$ cat src/median_then_moving_average_filter_core_macros.svh
// ---------------------------------------------------------------------------
// Assertion macros shared by the filter core
// ---------------------------------------------------------------------------
`ifndef MEDIAN_THEN_MOVING_AVERAGE_FILTER_CORE_MACROS_SVH
`define MEDIAN_THEN_MOVING_AVERAGE_FILTER_CORE_MACROS_SVH

// same-cycle implication, disabled during reset
`define MTMA_ASSERT_NOW(label, clk, rst, ante, cons) \
   label: assert property (@(posedge clk) disable iff (rst) (ante) |-> (cons)) \
      else $error("mtma: same-cycle check failed");

// next-cycle implication, disabled during reset
`define MTMA_ASSERT_NEXT(label, clk, rst, ante, cons) \
   label: assert property (@(posedge clk) disable iff (rst) (ante) |=> (cons)) \
      else $error("mtma: next-cycle check failed");

`endif

$ cat src/mtma_pkg.sv
`timescale 1ns / 1ps
`default_nettype none
// ---------------------------------------------------------------------------
// mtma_pkg
// Shared data width and the unit status bundle for the median / average filter.
// ---------------------------------------------------------------------------
package mtma_pkg;

   localparam int unsigned DATA_W = 32;

   // status of an iterative unit
   typedef struct packed {
      logic busy;
      logic done;   // one-cycle pulse, result stable from here on
   } mtma_stat_type;

endpackage
`default_nettype wire

$ cat src/median_then_moving_average_filter_core.sv
`timescale 1ns / 1ps
`default_nettype none
// ---------------------------------------------------------------------------
// median_then_moving_average_filter_core
// Median filter followed by a moving average over distance samples.
// ---------------------------------------------------------------------------
// Each req beat carries one raw 32-bit distance; each rsp beat returns the
// median stage output and the averaged distance. One beat is in work at a
// time: req_ready is high only while the core is idle, and it stays high
// even while the previous rsp beat waits in the output register.
// Per beat, with M = MEDIAN_TAPS and A = AVERAGE_TAPS, the time taken is set
// by the rank sequencer in the median unit once the median window is full
// (M passes of M+1 rotations around one shared comparator) and by the
// restoring divider (one quotient bit per cycle while busy, over a dividend
// of W = 32 + clog2(A) bits, 35 at A = 8).
// Until M samples have arrived the raw sample passes through as the
// median; the average divides by the number of samples seen until A have
// arrived. Reset clears control state, counters and the running total only;
// window contents are not cleared.
module median_then_moving_average_filter_core
   import mtma_pkg::*;
#(
   parameter int unsigned MEDIAN_TAPS  = 5,
   parameter int unsigned AVERAGE_TAPS = 8
) (
   input  wire logic              clock,
   input  wire logic              reset,
   input  wire logic              req_valid,
   output logic                   req_ready,
   input  wire logic [DATA_W-1:0] req_distance_sample,
   output logic                   rsp_valid,
   input  wire logic              rsp_ready,
   output logic [DATA_W-1:0]      rsp_median_value,
   output logic [DATA_W-1:0]      rsp_averaged_distance
);

`include "median_then_moving_average_filter_core_macros.svh"

   // running total never exceeds AVERAGE_TAPS * (2^32 - 1)
   localparam int unsigned TW  = DATA_W + $clog2(AVERAGE_TAPS);
   localparam int unsigned AFW = $clog2(AVERAGE_TAPS + 1);
   localparam int unsigned AW  = (AVERAGE_TAPS > 1) ? $clog2(AVERAGE_TAPS) : 1;
   localparam logic [AFW-1:0] AFULL_C = AFW'(AVERAGE_TAPS);
   localparam logic [AW-1:0]  ALAST_C = AW'(AVERAGE_TAPS - 1);

   typedef enum logic [2:0] {
      S_IDLE,
      S_MEDIAN,
      S_ADD,
      S_LAUNCH,
      S_DIVIDE,
      S_OUT
   } state_type;

   state_type         state_ff, state_in;
   logic [TW-1:0]     total_ff, total_in;
   logic [AFW-1:0]    afill_ff, afill_in;
   logic [AW-1:0]     aptr_ff, aptr_in;
   logic              rsp_valid_ff, rsp_valid_in;
   logic [DATA_W-1:0] rsp_med_ff, rsp_med_in;
   logic [DATA_W-1:0] rsp_avg_ff, rsp_avg_in;
   logic [DATA_W-1:0] oldest_ff;
   logic [DATA_W-1:0] avg_mem_ff [AVERAGE_TAPS];
   logic              mem_we;
   logic              med_start;
   logic              div_start;
   logic [DATA_W-1:0] med_value;
   logic [TW-1:0]     div_quotient;
   mtma_stat_type     med_stat;
   mtma_stat_type     div_stat;

   assign req_ready = (state_ff == S_IDLE);
   assign med_start = req_valid && req_ready;

   mtma_median #(
      .TAPS (MEDIAN_TAPS)
   ) u_median (
      .clock        (clock),
      .reset        (reset),
      .start        (med_start),
      .sample       (req_distance_sample),
      .median_value (med_value),
      .stat         (med_stat)
   );

   mtma_div #(
      .DW (TW),
      .VW (AFW)
   ) u_div (
      .clock    (clock),
      .reset    (reset),
      .start    (div_start),
      .dividend (total_ff),
      .divisor  (afill_ff),
      .quotient (div_quotient),
      .stat     (div_stat)
   );

   // average window: one write port, registered read of the slot about to be
   // overwritten (pointer moves only at a write, so it is stable before the next)
   always_ff @(posedge clock) begin
      if (mem_we) begin
         avg_mem_ff[aptr_ff] <= med_value;
      end
      oldest_ff <= avg_mem_ff[aptr_ff];
   end

   always_comb begin
      state_in     = state_ff;
      total_in     = total_ff;
      afill_in     = afill_ff;
      aptr_in      = aptr_ff;
      rsp_valid_in = rsp_valid_ff && !rsp_ready;
      rsp_med_in   = rsp_med_ff;
      rsp_avg_in   = rsp_avg_ff;
      mem_we       = 1'b0;
      div_start    = 1'b0;
      unique case (state_ff)
         S_IDLE: begin
            if (req_valid) begin
               state_in = S_MEDIAN;
            end
         end
         S_MEDIAN: begin
            if (med_stat.done) begin
               mem_we  = 1'b1;
               aptr_in = (aptr_ff == ALAST_C) ? '0 : aptr_ff + AW'(1);
               if (afill_ff < AFULL_C) begin
                  afill_in = afill_ff + AFW'(1);
               end else begin
                  // window full: retire the oldest sample first
                  total_in = total_ff - TW'(oldest_ff);
               end
               state_in = S_ADD;
            end
         end
         S_ADD: begin
            total_in = total_ff + TW'(med_value);
            state_in = S_LAUNCH;
         end
         S_LAUNCH: begin
            div_start = 1'b1;
            state_in  = S_DIVIDE;
         end
         S_DIVIDE: begin
            if (div_stat.done) begin
               state_in = S_OUT;
            end
         end
         S_OUT: begin
            if (!rsp_valid_ff || rsp_ready) begin
               rsp_valid_in = 1'b1;
               rsp_med_in   = med_value;
               rsp_avg_in   = div_quotient[DATA_W-1:0];
               state_in     = S_IDLE;
            end
         end
         default: begin
            state_in = S_IDLE;
         end
      endcase
   end

   always_ff @(posedge clock) begin
      rsp_med_ff <= rsp_med_in;
      rsp_avg_ff <= rsp_avg_in;
      if (reset) begin
         state_ff     <= S_IDLE;
         total_ff     <= '0;
         afill_ff     <= '0;
         aptr_ff      <= '0;
         rsp_valid_ff <= 1'b0;
      end else begin
         state_ff     <= state_in;
         total_ff     <= total_in;
         afill_ff     <= afill_in;
         aptr_ff      <= aptr_in;
         rsp_valid_ff <= rsp_valid_in;
      end
   end

   assign rsp_valid             = rsp_valid_ff;
   assign rsp_median_value      = rsp_med_ff;
   assign rsp_averaged_distance = rsp_avg_ff;

   // an accepted beat closes the input side until its result is formed
   `MTMA_ASSERT_NEXT(a_busy_after_accept, clock, reset, med_start, !req_ready)
   // the divider never sees an empty average window
   `MTMA_ASSERT_NOW(a_div_nonzero, clock, reset, div_start, afill_ff != '0)
   // median unit reports only while the sequencer waits for it
   `MTMA_ASSERT_NOW(a_med_done_state, clock, reset, med_stat.done, state_ff == S_MEDIAN)
   // the two iterative units never run at once
   `MTMA_ASSERT_NOW(a_units_exclusive, clock, reset, div_stat.busy, !med_stat.busy)

endmodule
`default_nettype wire

$ cat src/mtma_median.sv
`timescale 1ns / 1ps
`default_nettype none
// ---------------------------------------------------------------------------
// mtma_median
// Window shift line plus a rank sequencer around one shared comparator.
// ---------------------------------------------------------------------------
module mtma_median
   import mtma_pkg::*;
#(
   parameter int unsigned TAPS = 5
) (
   input  wire logic              clock,
   input  wire logic              reset,
   input  wire logic              start,
   input  wire logic [DATA_W-1:0] sample,
   output logic [DATA_W-1:0]      median_value,
   output mtma_stat_type          stat
);

   localparam int unsigned FW = $clog2(TAPS + 1);
   localparam int unsigned PW = $clog2(TAPS);
   localparam logic [FW-1:0] TAPS_C = FW'(TAPS);
   localparam logic [FW-1:0] LAST_C = FW'(TAPS - 1);
   localparam logic [FW-1:0] K_C    = FW'(TAPS / 2);
   localparam logic [PW-1:0] PLAST_C = PW'(TAPS - 1);

   logic [DATA_W-1:0] tap_ff [TAPS];
   logic [DATA_W-1:0] tap_in [TAPS];
   logic [DATA_W-1:0] cand_ff, cand_in;
   logic [DATA_W-1:0] result_ff, result_in;
   logic [FW-1:0]     fill_ff, fill_in;
   logic [FW-1:0]     step_ff, step_in;
   logic [FW-1:0]     lt_ff, lt_in;
   logic [FW-1:0]     le_ff, le_in;
   logic [PW-1:0]     pass_ff, pass_in;
   logic              busy_ff, busy_in;
   logic              done_ff, done_in;
   logic              cmp_lt, cmp_le;

   // the shared comparator
   assign cmp_lt = tap_ff[0] < cand_ff;
   assign cmp_le = tap_ff[0] <= cand_ff;

   always_comb begin
      tap_in    = tap_ff;
      cand_in   = cand_ff;
      result_in = result_ff;
      fill_in   = fill_ff;
      step_in   = step_ff;
      lt_in     = lt_ff;
      le_in     = le_ff;
      pass_in   = pass_ff;
      busy_in   = busy_ff;
      done_in   = 1'b0;
      if (start) begin
         // shift new sample in, oldest drops off the far end
         for (int i = 1; i < TAPS; i++) begin
            tap_in[i] = tap_ff[i-1];
         end
         tap_in[0] = sample;
         if (fill_ff < TAPS_C) begin
            fill_in = fill_ff + FW'(1);
         end
         if (fill_ff < LAST_C) begin
            result_in = sample;
            done_in   = 1'b1;
         end else begin
            busy_in = 1'b1;
            pass_in = '0;
            step_in = '0;
         end
      end else if (busy_ff) begin
         // rotate every step; TAPS+1 rotations per pass, TAPS passes in all
         for (int i = 1; i < TAPS; i++) begin
            tap_in[i] = tap_ff[i-1];
         end
         tap_in[0] = tap_ff[TAPS-1];
         step_in   = step_ff + FW'(1);
         if (step_ff == '0) begin
            cand_in = tap_ff[0];
            lt_in   = '0;
            le_in   = FW'(1);
         end else if (step_ff != TAPS_C) begin
            lt_in = lt_ff + FW'(cmp_lt);
            le_in = le_ff + FW'(cmp_le);
         end else begin
            step_in = '0;
            if (lt_ff <= K_C && le_ff > K_C) begin
               result_in = cand_ff;
            end
            if (pass_ff == PLAST_C) begin
               busy_in = 1'b0;
               done_in = 1'b1;
            end else begin
               pass_in = pass_ff + PW'(1);
            end
         end
      end
   end

   always_ff @(posedge clock) begin
      tap_ff    <= tap_in;
      cand_ff   <= cand_in;
      result_ff <= result_in;
      step_ff   <= step_in;
      lt_ff     <= lt_in;
      le_ff     <= le_in;
      pass_ff   <= pass_in;
      if (reset) begin
         fill_ff <= '0;
         busy_ff <= 1'b0;
         done_ff <= 1'b0;
      end else begin
         fill_ff <= fill_in;
         busy_ff <= busy_in;
         done_ff <= done_in;
      end
   end

   assign median_value = result_ff;
   assign stat.busy    = busy_ff;
   assign stat.done    = done_ff;

endmodule
`default_nettype wire

$ cat src/mtma_div.sv
`timescale 1ns / 1ps
`default_nettype none
// ---------------------------------------------------------------------------
// mtma_div
// Restoring divider, one quotient bit per cycle.
// ---------------------------------------------------------------------------
module mtma_div
   import mtma_pkg::*;
#(
   parameter int unsigned DW = 35,
   parameter int unsigned VW = 4
) (
   input  wire logic          clock,
   input  wire logic          reset,
   input  wire logic          start,
   input  wire logic [DW-1:0] dividend,
   input  wire logic [VW-1:0] divisor,
   output logic [DW-1:0]      quotient,
   output mtma_stat_type      stat
);

   localparam int unsigned CW = $clog2(DW + 1);

   logic [DW-1:0] quo_ff, quo_in;
   logic [VW:0]   rem_ff, rem_in;
   logic [VW-1:0] dvs_ff, dvs_in;
   logic [CW-1:0] cnt_ff, cnt_in;
   logic          busy_ff, busy_in;
   logic          done_ff, done_in;
   logic [VW:0]   trial;

   // shift in next dividend bit; remainder stays below divisor so VW+1 bits hold it
   assign trial = {rem_ff[VW-1:0], quo_ff[DW-1]};

   always_comb begin
      quo_in  = quo_ff;
      rem_in  = rem_ff;
      dvs_in  = dvs_ff;
      cnt_in  = cnt_ff;
      busy_in = busy_ff;
      done_in = 1'b0;
      if (start) begin
         quo_in  = dividend;
         rem_in  = '0;
         dvs_in  = divisor;
         cnt_in  = CW'(DW);
         busy_in = 1'b1;
      end else if (busy_ff) begin
         if (trial >= {1'b0, dvs_ff}) begin
            rem_in = trial - {1'b0, dvs_ff};
            quo_in = {quo_ff[DW-2:0], 1'b1};
         end else begin
            rem_in = trial;
            quo_in = {quo_ff[DW-2:0], 1'b0};
         end
         cnt_in = cnt_ff - CW'(1);
         if (cnt_ff == CW'(1)) begin
            busy_in = 1'b0;
            done_in = 1'b1;
         end
      end
   end

   always_ff @(posedge clock) begin
      quo_ff <= quo_in;
      rem_ff <= rem_in;
      dvs_ff <= dvs_in;
      cnt_ff <= cnt_in;
      if (reset) begin
         busy_ff <= 1'b0;
         done_ff <= 1'b0;
      end else begin
         busy_ff <= busy_in;
         done_ff <= done_in;
      end
   end

   assign quotient  = quo_ff;
   assign stat.busy = busy_ff;
   assign stat.done = done_ff;

endmodule
`default_nettype wire
$ cat config.mk
export PLATFORM = sky130hd
export DESIGN_NAME = median_then_moving_average_filter_core
export DESIGN_NICKNAME = d
export VERILOG_FILES = /design/src/mtma_pkg.sv /design/src/median_then_moving_average_filter_core.sv /design/src/mtma_median.sv /design/src/mtma_div.sv
export VERILOG_INCLUDE_DIRS = /design/src /design/src/src
export SDC_FILE = /design/constraint.sdc
export NUM_CORES = 1
export LEC_CHECK = 0
export ABC_AREA = 0
export BUFFER_PORTS_ARGS = -buffer_cell sky130_fd_sc_hd__buf_2
export CORE_UTILIZATION = 40
export CTS_CLUSTER_DIAMETER = 120
export DETAILED_ROUTE_END_ITERATION = 10
export PLACE_DENSITY = 0.55
export SKIP_CTS_REPAIR_TIMING = 1
export SYNTH_ARGS = -nofsm -noshare
export SYNTH_HDL_FRONTEND = slang
export SYNTH_SLANG_ARGS = --single-unit
export TNS_END_PERCENT = 10
$ cat constraint.sdc
create_clock -name clock -period 7.7 [get_ports clock]
set_input_delay 1.54 -clock clock [delete_from_list [all_inputs] [get_ports clock]]
set_output_delay 1.54 -clock clock [all_outputs]
set_load 0.01 [all_outputs]
==> impl_results.md <==
- Status: finished clean
- Largest net degree at the start of global routing: 73
- Ys async rst share: 0%
- Crit Reg-Reg Endpoint: total_ff[34]
- Die area: 0.0696 mm2
- Flops & latches, synth: 690
- Actual slew at the worst max-slew pin: 998 ps
- Final Cycle Share: 63.9%
- Hold path start: u_median.tap_ff[80]
- Vias in the first global route: 16400
- Remaining DRCs: 0
- Sum Neg Setup Slack: 0 ps
- WP data arrival: 5430 ps
- Sink Count: 690
- H-Tree Level Count: 3
- Number of synthesized flops with an enable pin: 595
- Critical path startpoint category: flip-flop
- TritonCTS clock tree: yes
- CTS max path bufs: 3
- NumNets Final: 2233
- RSZ-0062 raised after global routing: no
- Slew Viols, Final: 0
- WHS Path Cells: 0
- Distinct cells, synth: 63
- Max Cap Violations: 0
- Skew-Pair Late Insertion Delay: 620 ps
- Reg clk slew, reported paths: 60 ps
- Core Area: 0.0675 mm2
- Syn Nets: 2120
- R2r startpoint: oldest_ff[2]
- Share of cells above drive strength 1: 12.3%
- Worst slew margin: 33.5%
- Post-detail-place hpwl: 38500 um
- DR vias: 16200
- Synth area leader: edfxtp_1
- Total CTS buffers: 75
- Reg2reg setup slack: 2780 ps
- Vias per cell: 5.33
- FMAX: 203 MHz
- P&R area growth vs syn: 14.4%
- Synth area leaders: edfxtp_1 (65%), dfxtp_1 (6.9%), nand2_1 (4.5%)
- Overflow after GRT: 0
- Final setup viols: 0
- Die Wd: 264 um
- Top cells by count, synth: edfxtp_1 (595), nand2_1 (327), a22oi_1 (128)
- Port Buffers: 101
- Worst clock skew: 35.6 ps
- Worst r2r path cells: 16
- Initial Util: 40.6%
- Synthesis warning total: 0
- Initial antenna violation count: 1
- Synthesized area per cell: 13.8 um2
- PwrDens: 265 mW/mm2
- Post-route ant nets: 0
- First-pass GRT wire length: 96900 um
- CTS root buf: clkbuf_16
- Max VDD drop: 0.197 mV
- Post-synth top area share: 65.1%
- Row count: 95
- Post-synthesis sequential area ratio: 72.1%
- HP Class: flip-flop to flip-flop
- WS Path Type: flip-flop to flip-flop
- Leakage: 11.3 nW
- I/O pins: 102
- Hold-critical path endpoint: u_median.tap_ff[48]
- Crit. End Element: flip-flop
- CP max FO: 8
- Most common cell in the netlist: edfxtp_1
- First DRT Iteration DRCs: 1183
- WL final: 63000 um
- Post-synth top flop: edfxtp_1
- WL/cell: 20.7 um
- Chip height: 264 um
- RePlAce Congestion: 0.870
- WP data required: 8200 ps
- Final period demand of the worst path: 4920 ps
- Hold Fails Final Rpt: 0
- Total GRT Usage: 18.2%
- Router iterations before antenna repair: 6
- Mapped Area: 0.0274 mm2
- Gate Count Post-Synth: 1995
- Pwr Total: 8.33 mW
[per-layer routing]
metal / global-route usage [%] / up-vias / share of wire (%)
li1: - / 7710 / -
met3: 3.09 / 105 / 4.3
met4: 4.89 / 0 / 2.0
met5: 0 / - / 0
met2: 30.3 / 396 / 48
met1: 24.5 / 7993 / 46
[critical path, cell delays in order, from the launching register on]
cell      delay [ps]
dfxtp_1          320
or3_1            420
or4_1            550
nor3_1           600
nand2b_1         230
nor2_1           270
nor2_1            70
a22o_1           220
ha_1             370
a21oi_1          200
o211ai_1         120
a41oi_1          280
o221ai_1         170
a221oi_1         280
o21ai_0          190
mux2i_1          200
mux2_1           330
[cell families after synthesis]
logic type	share of synthesized area, %
fa+ha+maj	4.11
compound gates	9.66
simple gates	9.63
xor+xnor	1.85
mux	0.534
buf+inv	2.16
flops	72.1
[worst max path at each step]
stage	from	end	slack, ps
2_1_floorplan	req_valid	u_median.tap_ff[0]	1630
3_3_place_gp	oldest_ff[2]	total_ff[34]	2890
3_5_place_dp	oldest_ff[2]	total_ff[34]	2790
4_1_cts	oldest_ff[2]	total_ff[34]	2770
5_1_grt	oldest_ff[2]	total_ff[34]	2480
6_report	oldest_ff[2]	total_ff[34]	2780
[area by class of cell]
type | count | area (um2)
Antenna cell | 1 | 2.50
Sequential cell | 690 | 19800
Fill cell | 6025 | 36100
Clock buffer | 106 | 2040
Timing Repair Buffer | 126 | 693
Multi-Input combinational cell | 1148 | 7200
Tap cell | 873 | 1090
Clock inverter | 29 | 342
Inverter | 67 | 251
[where the power goes]
group | internal [mW] | total, mW | leakage (nW) | switching, mW
clock network | 2.04 | 3.50 | 1.15 | 1.46
logic | 0.158 | 0.442 | 3.89 | 0.285
registers | 4.26 | 4.39 | 6.25 | 0.130
total | 6.46 | 8.33 | 11.3 | 1.87
[flip-flops by register name (all words and copies together), names as in the netlist, 3 cells and up]
register	count
u_div.cnt_ff	6
aptr_ff	3
oldest_ff	32
avg_mem_ff	256
u_median.step_ff	3
rsp_median_value	32
u_median.le_ff	3
u_median.median_value	32
u_median.lt_ff	3
u_div.rem_ff	4
rsp_averaged_distance	32
u_div.dvs_ff	4
u_median.fill_ff	3
u_div.quotient	35
u_median.tap_ff	160
afill_ff	4
u_median.cand_ff	32
total_ff	35
u_median.pass_ff	3
state_ff	3
[placed cells by master (no fill, tap or decap), drive strengths merged, types with 11 or more instances in the layout]
cell type  netlist  layout
a21o            25      25
a21oi           92      92
a22oi          128     128
buf             10     126
clkbuf          80     106
clkinv           1      18
dfxtp           95      95
edfxtp         595     595
ha              87      87
inv             66      72
nand2          327     327
nand2b          16      16
nand3           19      19
nand4           50      50
nor2            69      69
nor3            20      20
nor4            11      11
o21ai           92      92
xnor2           31      31
xor2            27      27
[per-stage QoR]
step                setup WS [ps]  area (um2)  hold WS [ps]  utilization [%]  cells
CTS                          2770       31400           417             46.5   3039
global route                 2480       31400           419             46.5   3039
detailed placement           2790       29000           405             43.0   2904
finish                       2780       31400           414             46.5   3040
global placement             2890       29000           402             43.0   2904
floorplan                    1630       27400           400                -   1995
No activity file was read; power rests on OpenSTA's default activity.
